--- config.mk ---
export PLATFORM = sky130hd
export DESIGN_NAME = configurable_crc_engine
export DESIGN_NICKNAME = d
export VERILOG_FILES = /design/src/rtl/cce_pkg.sv /design/src/rtl/configurable_crc_engine.sv
export SDC_FILE = /design/constraint.sdc
export NUM_CORES = 1
export LEC_CHECK = 0
export BUFFER_PORTS_ARGS = -buffer_cell sky130_fd_sc_hd__clkbuf_2
export CAP_MARGIN = 20
export CORE_UTILIZATION = 35
export CTS_CLUSTER_SIZE = 40
export DETAILED_ROUTE_END_ITERATION = 8
export PLACE_DENSITY = 0.5
export SYNTH_ARGS = -nofsm -noshare
export SYNTH_HDL_FRONTEND = slang
export SYNTH_SLANG_ARGS = --single-unit
--- constraint.sdc ---
create_clock -name clk -period 5.8 [get_ports clk]
set_input_delay 0 -clock clk [delete_from_list [all_inputs] [get_ports clk]]
set_output_delay 0 -clock clk [all_outputs]
set_load 0.02 [all_outputs]
--- src/rtl/cce_pkg.sv ---
// CRC engine package: variant codes, result struct and the byte fold functions.
// No dependencies; used by configurable_crc_engine.
package cce_pkg;

  // Variant register codes (codes above CRC16_MSB behave as CRC16_MSB)
  localparam logic [2:0] VAR_CRC4      = 3'd0;
  localparam logic [2:0] VAR_CRC7      = 3'd1;
  localparam logic [2:0] VAR_CRC8      = 3'd2;
  localparam logic [2:0] VAR_CRC8_REFL = 3'd3;
  localparam logic [2:0] VAR_CRC16_LSB = 3'd4;
  localparam logic [2:0] VAR_CRC16_MSB = 3'd5;

  // Configuration register indexes
  localparam logic [1:0] REG_VARIANT = 2'd0;
  localparam logic [1:0] REG_POLY    = 2'd1;
  localparam logic [1:0] REG_INIT    = 2'd2;

  localparam int unsigned CRC_W = 16;

  typedef struct packed {
    logic [CRC_W-1:0] remainder;
    logic [CRC_W-1:0] crc;
  } fold_res_t;

  function automatic logic [7:0] rev8(input logic [7:0] x);
    logic [7:0] r;
    for (int i = 0; i < 8; i++) begin
      r[i] = x[7-i];
    end
    return r;
  endfunction

  // Eight MSB-first shift steps on an 8-bit remainder
  function automatic logic [7:0] fold_msb8(input logic [7:0] r, input logic [7:0] d,
                                           input logic [7:0] p);
    logic [7:0] x;
    x = r ^ d;
    for (int i = 0; i < 8; i++) begin
      x = x[7] ? ({x[6:0], 1'b0} ^ p) : {x[6:0], 1'b0};
    end
    return x;
  endfunction

  // Eight LSB-first shift steps on an 8-bit remainder
  function automatic logic [7:0] fold_lsb8(input logic [7:0] r, input logic [7:0] d,
                                           input logic [7:0] p);
    logic [7:0] x;
    x = r ^ d;
    for (int i = 0; i < 8; i++) begin
      x = x[0] ? ({1'b0, x[7:1]} ^ p) : {1'b0, x[7:1]};
    end
    return x;
  endfunction

  function automatic logic [15:0] fold_msb16(input logic [15:0] r, input logic [7:0] d,
                                             input logic [15:0] p);
    logic [15:0] x;
    x = r ^ {d, 8'h00};
    for (int i = 0; i < 8; i++) begin
      x = x[15] ? ({x[14:0], 1'b0} ^ p) : {x[14:0], 1'b0};
    end
    return x;
  endfunction

  function automatic logic [15:0] fold_lsb16(input logic [15:0] r, input logic [7:0] d,
                                             input logic [15:0] p);
    logic [15:0] x;
    x = r ^ {8'h00, d};
    for (int i = 0; i < 8; i++) begin
      x = x[0] ? ({1'b0, x[15:1]} ^ p) : {1'b0, x[15:1]};
    end
    return x;
  endfunction

  // One byte under the selected variant: new remainder and right-aligned CRC
  function automatic fold_res_t crc_fold(input logic [2:0] variant,
                                         input logic [15:0] poly,
                                         input logic [15:0] init,
                                         input logic [15:0] rem,
                                         input logic [7:0] d,
                                         input logic first);
    fold_res_t  o;
    logic [7:0] r8;
    logic [7:0] n8;
    logic [15:0] r16;
    logic [15:0] n16;
    r8  = 8'h00;
    n8  = 8'h00;
    r16 = 16'h0000;
    n16 = 16'h0000;
    case (variant)
      VAR_CRC4: begin
        r8 = first ? {init[3:0], 4'h0} : rem[7:0];
        n8 = fold_msb8(r8, d, {poly[3:0], 4'h0});
        o.remainder = {8'h00, n8};
        o.crc       = {12'h000, n8[7:4]};
      end
      VAR_CRC7: begin
        r8 = first ? {init[6:0], 1'b0} : rem[7:0];
        n8 = fold_msb8(r8, d, {poly[6:0], 1'b0});
        o.remainder = {8'h00, n8};
        o.crc       = {9'h000, n8[7:1]};
      end
      VAR_CRC8: begin
        r8 = first ? init[7:0] : rem[7:0];
        n8 = fold_msb8(r8, d, poly[7:0]);
        o.remainder = {8'h00, n8};
        o.crc       = {8'h00, n8};
      end
      VAR_CRC8_REFL: begin
        r8 = first ? rev8(init[7:0]) : rem[7:0];
        n8 = fold_lsb8(r8, d, rev8(poly[7:0]));
        o.remainder = {8'h00, n8};
        o.crc       = {8'h00, n8};
      end
      VAR_CRC16_LSB: begin
        r16 = first ? init : rem;
        n16 = fold_lsb16(r16, d, poly);
        o.remainder = n16;
        o.crc       = n16;
      end
      default: begin
        // CRC16 MSB-first, also the unused codes
        r16 = first ? init : rem;
        n16 = fold_msb16(r16, d, poly);
        o.remainder = n16;
        o.crc       = n16;
      end
    endcase
    return o;
  endfunction

endpackage

--- src/rtl/configurable_crc_engine.sv ---
// Channel   Dir  Signals                                  Transaction
// input     in   in_valid, in_stall, data_byte, first_byte one message byte
// output    out  out_valid, out_stall, crc_value          CRC of message so far
// config    in   write_en, reg_index, write_data          one register write
//
// One byte per cycle sustained while in_stall is low; a byte passes input register, fold, crc_value.
// The rate is set by the remainder loop: remainder -> fold -> remainder, fed by the input register.
// Synchronous active-high reset: variant = CRC16 LSB-first, poly/init/remainder = 0.
// A two-entry output buffer absorbs stalls; in_stall comes only from registers.
//
// Top level of the configurable CRC engine; depends on cce_pkg.
module configurable_crc_engine
  import cce_pkg::*;
(
  input  logic        clk,
  input  logic        rst,
  input  logic        in_valid,
  output logic        in_stall,
  input  logic [7:0]  data_byte,
  input  logic        first_byte,
  output logic        out_valid,
  input  logic        out_stall,
  output logic [15:0] crc_value,
  input  logic        write_en,
  input  logic [1:0]  reg_index,
  input  logic [15:0] write_data
);

  logic [2:0]  variant;
  logic [15:0] poly_value;
  logic [15:0] init_value;
  logic [15:0] remainder;

  logic        in_q_valid;
  logic [7:0]  in_q_data;
  logic        in_q_first;

  logic        skid_valid;
  logic [15:0] skid_crc;

  logic        in_take;
  logic        push;
  logic        pop;
  fold_res_t   fold;

  // Configuration registers
  always_ff @(posedge clk) begin
    if (rst) begin
      variant    <= VAR_CRC16_LSB;
      poly_value <= '0;
      init_value <= '0;
    end else if (write_en) begin
      case (reg_index)
        REG_VARIANT: variant    <= write_data[2:0];
        REG_POLY:    poly_value <= write_data;
        REG_INIT:    init_value <= write_data;
        default:     ;
      endcase
    end
  end

  // Handshake
  assign in_stall = in_q_valid & skid_valid;
  assign in_take  = in_valid & ~in_stall;
  assign push     = in_q_valid & ~skid_valid;
  assign pop      = out_valid & ~out_stall;

  // Input register
  always_ff @(posedge clk) begin
    if (rst) begin
      in_q_valid <= 1'b0;
    end else if (in_take) begin
      in_q_valid <= 1'b1;
    end else if (push) begin
      in_q_valid <= 1'b0;
    end
  end

  always_ff @(posedge clk) begin
    if (in_take) begin
      in_q_data  <= data_byte;
      in_q_first <= first_byte;
    end
  end

  // Byte fold
  assign fold = crc_fold(variant, poly_value, init_value, remainder, in_q_data, in_q_first);

  always_ff @(posedge clk) begin
    if (rst) begin
      remainder <= '0;
    end else if (push) begin
      remainder <= fold.remainder;
    end
  end

  // Output register plus skid entry
  always_ff @(posedge clk) begin
    if (rst) begin
      out_valid  <= 1'b0;
      skid_valid <= 1'b0;
    end else begin
      if (skid_valid) begin
        if (pop) begin
          out_valid  <= 1'b1;
          skid_valid <= 1'b0;
        end
      end else if (!out_valid || pop) begin
        out_valid <= push;
      end else if (push) begin
        skid_valid <= 1'b1;
      end
    end
  end

  always_ff @(posedge clk) begin
    if (skid_valid) begin
      if (pop) begin
        crc_value <= skid_crc;
      end
    end else if (!out_valid || pop) begin
      if (push) begin
        crc_value <= fold.crc;
      end
    end else if (push) begin
      skid_crc <= fold.crc;
    end
  end

`ifndef ASSERT_OFF
  // Skid entry is only used behind a held output
  a_skid_behind_out: assert property (@(posedge clk) disable iff (rst)
    skid_valid |-> out_valid)
    else $error("skid entry valid without output valid");

  // A folded byte always lands in the output buffer
  a_push_shows: assert property (@(posedge clk) disable iff (rst)
    push |=> out_valid)
    else $error("pushed result not visible on output");

  // Eight-bit variants keep the upper remainder byte clear
  a_narrow_rem: assert property (@(posedge clk) disable iff (rst)
    (push && (variant == VAR_CRC4 || variant == VAR_CRC7 || variant == VAR_CRC8 ||
              variant == VAR_CRC8_REFL)) |=> (remainder[15:8] == 8'h00))
    else $error("narrow variant left upper remainder bits set");
`endif

endmodule
==> impl_metrics.yaml <==
floorplan:
  die_w_microns: 208.6
  pin_count: 50
  die_y_microns: 208.6
  die-area_sq_mm: 0.04351
  core.rowCount: 75
  core_region_area_sq_mm: 0.04204
  initial_core_util_pct: 35.54
drt:
  firstDrtPassIters: 6
  wl_per_cell_microns: 21.94
  postRouteAntennaNets: 0
  drt_iter0_drc: 1516
  vias: 15420
  wl_microns: 58040
  vias_per_cell: 5.830
  remaining_drc_errors: 0
logic_synthesis:
  syn-num-nets: 2090
  synth_cells: 2058
  synth_cell_types: 97
  ys_async_sr_fraction_pct: 0
  synth_area_sq_mm: 0.01494
  synth_edf_count: 41
  synth-simple-area-share_pct: 22.98
  yosys-mux-area-fraction_pct: 5.603
  dominantRegCellSynth: "dfxtp_1"
  ys_seq_area_share_pct: 15.48
  synth-seq-cells: 95
  yosysWarnings: 0
  synthXorXnorAreaFrac_pct: 27.74
  avgSynthCellArea_sq_um: 7.259
  synth_top_family_by_area: "XOR/XNOR gates"
  yosys.area_share.adder_pct: 0
  synth-compound-area-share_pct: 23.03
cts:
  cts_sinks: 95
  clkLatencyLatePin_ns: 0.37
  path_clk_slew_ns: 0.07
  cts.path.max_buffers: 2
  cts_tree: "yes"
  cts_max_level: 3
  cts_root_buf: "clkbuf_16"
  cts-buffers-inserted: 9
setup_path:
  slowest_delay_ns: 0.51
  r2r_cells: 19
  cpMostUsedCell: "xnor2_1"
  worst-path-buf-inv: 3
  critPathCaptureType: "flip-flop"
  crit_arrival_ns: 5.63
  crit_family: "compound AO/OA/AOI/OAI gates"
  required_ns: 5.92
  cp_slowest_cell: "xnor3_4"
  worstSetupStartpointType: "flip-flop"
  worstSetupPathDepth: 19
  cp_cell_sequence: "buf_12 -> buf_4 -> mux2_4 -> xnor2_1 -> a2111o_1 -> o211ai_2 -> xnor2_1 -> a32o_2 -> a221oi_4 -> xnor2_1 -> mux2_2 -> a221oi_2 -> xnor3_4 -> nand2_1 -> xor2_1 -> a22o_1 -> a211oi_1 -> buf_4 -> nand2b_1"
  worstSetupPathType: "flip-flop to flip-flop"
  crit_fanout: 20
global_route:
  grt_max_degree: 62
  antenna_found_initial: 1
  grt_overflow: 0
  grt_pass1_vias: 14430
  grt_pass1_wl_microns: 88980
  grtUsageTotal_pct: 26.38
cells_and_area:
  fin_cells: 2645
  nets: 2133
  mostFrequentLayoutCell: "nand2_1"
  antenna_cells: 0
  final_cell_mix: "nand2_1 (392), xnor2_1 (311), buf_4 (133)"
  syn2layout_area_growth_pct: 12.90
  fillers: 4397
  drive_gt1_share_pct: 14.01
placement:
  finalWeightedCongestion: 0.9358
  dp_hpwl_microns: 43520
  place_ws_ns: 0.2016
  port_buffers: 49
  placedCellCount: 2598
timing:
  post-route-min-period_ns: 5.503
  setup_viol: 0
  finalHoldViolations: 0
  final.setup.worst_slack_ns: 0.2965
  min_period_over_period_pct: 94.89
  rsz0062_at_grt: "false"
  drv_slew: 0
  relSlewSlack_pct: 26.54
  tns_ns: 0
  worst-slew-pin-transition_ns: 1.099
  fmax_mhz: 181.7
  clock-skew-final_ns: 0.009784
power_and_ir_drop:
  p_leak_nw: 5.767
  peakVddDrop_uv: 145.9
  powerDensity_mw_per_mm2: 197.0
  finalPower_w: 0.003322
flow_run:
  cap_viol_max_count: 0
run_status:
  status: "complete, no violations"
hold_path:
  hold_path_class: "input pin to flip-flop"
  hold_path_depth: 4
==> worst register-to-register path, delay by kind of cell (launching register included) <==
kind | cells | cell delay, ns
xor+xnor | 5 | 1.21
simple gates | 2 | 0.20
compound gates | 7 | 2.08
flops | 1 | 0.38
buf+inv | 3 | 0.66
mux | 2 | 0.77
==> cell type report <==
type	instances	area [sq um]	area share [%]
multi-input combinational	1769	11950	70.87
sequential	95	2322	13.77
timing repair buffer	212	1559	9.243
tap	539	674.4	3.999
clock buffer	10	229.0	1.358
clock inverter	6	76.32	0.4525
inverter	14	52.55	0.3116
==> logic make-up (layout without fill, tap and decap cells) <==
kind of cell / Yosys count / in the layout
xor gates and xnor gates: 423 / 423
DFF: 95 / 95
AOI/OAI and AO/OA: 511 / 511
buffers and inverters: 194 / 242
muxes: 74 / 74
and+or+nand+nor: 761 / 761
==> Yosys cell counts, types with 16 or more instances <==
cell type | n | area [sq um]
nor3_1 | 36 | 180.2
and2_1 | 16 | 100.1
a31oi_1 | 18 | 112.6
xnor3_1 | 18 | 405.4
nand2_1 | 392 | 1471
nor2_1 | 132 | 495.5
o22ai_1 | 23 | 143.9
xor2_1 | 69 | 604.3
nor2b_1 | 22 | 137.6
xnor2_1 | 318 | 2785
mux2_2 | 19 | 214.0
nand4_1 | 18 | 112.6
buf_1 | 19 | 71.32
edfxtp_1 | 41 | 1231
and3_1 | 19 | 118.9
a211oi_1 | 29 | 217.7
clkbuf_1 | 143 | 536.8
o211ai_1 | 30 | 225.2
a21oi_1 | 125 | 625.6
mux2i_1 | 43 | 430.4
nand3_1 | 45 | 225.2
a32oi_1 | 26 | 227.7
dfxtp_1 | 54 | 1081
o21ai_0 | 112 | 560.5
==> worst paths after layout <==
kind | from | slack [ns] | endpoint
min reg2reg | init_value[11] | 0.47 | init_value[11]
max reg2reg | in_q_first | 0.30 | skid_crc[5]
min | reg_index[0] | 0.08 | variant[2]
max | in_q_first | 0.30 | skid_crc[5]
==> flip-flops by register name (all words and copies together), names as in the netlist <==
| signal | flops |
|---|---|
| skid_valid | 1 |
| poly_value | 16 |
| remainder | 16 |
| in_q_valid | 1 |
| in_q_data | 8 |
| out_valid | 1 |
| init_value | 16 |
| in_q_first | 1 |
| variant | 3 |
| crc_value | 16 |
| skid_crc | 16 |
==> stage by stage <==
| stage | utilization [%] | hold WS [ns] | area (sq um) |
|---|---|---|---|
| after floorplan | - | 0.09887 | 14940 |
| after global placement | 38.49 | 0.1780 | 16180 |
| after detailed placement | 38.49 | 0.1791 | 16180 |
| after CTS | 39.86 | 0.07683 | 16760 |
| after global routing | 40.12 | 0.1070 | 16870 |
| final | 40.12 | 0.08109 | 16870 |
==> layer usage <==
metal	GRT usage (%)	vias to the layer above	share of wire, %
li1	-	7342	-
met1	36.49	7416	45
met2	42.76	577	46
met3	2.870	86	6.2
met4	8.519	0	3.0
met5	0	-	0
==> report_power, final <==
part	total, W	internal [W]	switching, W	leakage, nW
combinational	0.00189	0.000780	0.00111	4.79
clock	0.000636	0.000343	0.000293	0.150
sequential	0.000794	0.000746	0.0000484	0.826
==> timing repair <==
item,CTS,global route
setup endpoints to repair,0,20
gates resized for setup,0,15
buffers inserted,0,3
hold endpoints to repair,47,0
hold buffers,27,0
Note: power is estimated with default switching activity, not from simulation.
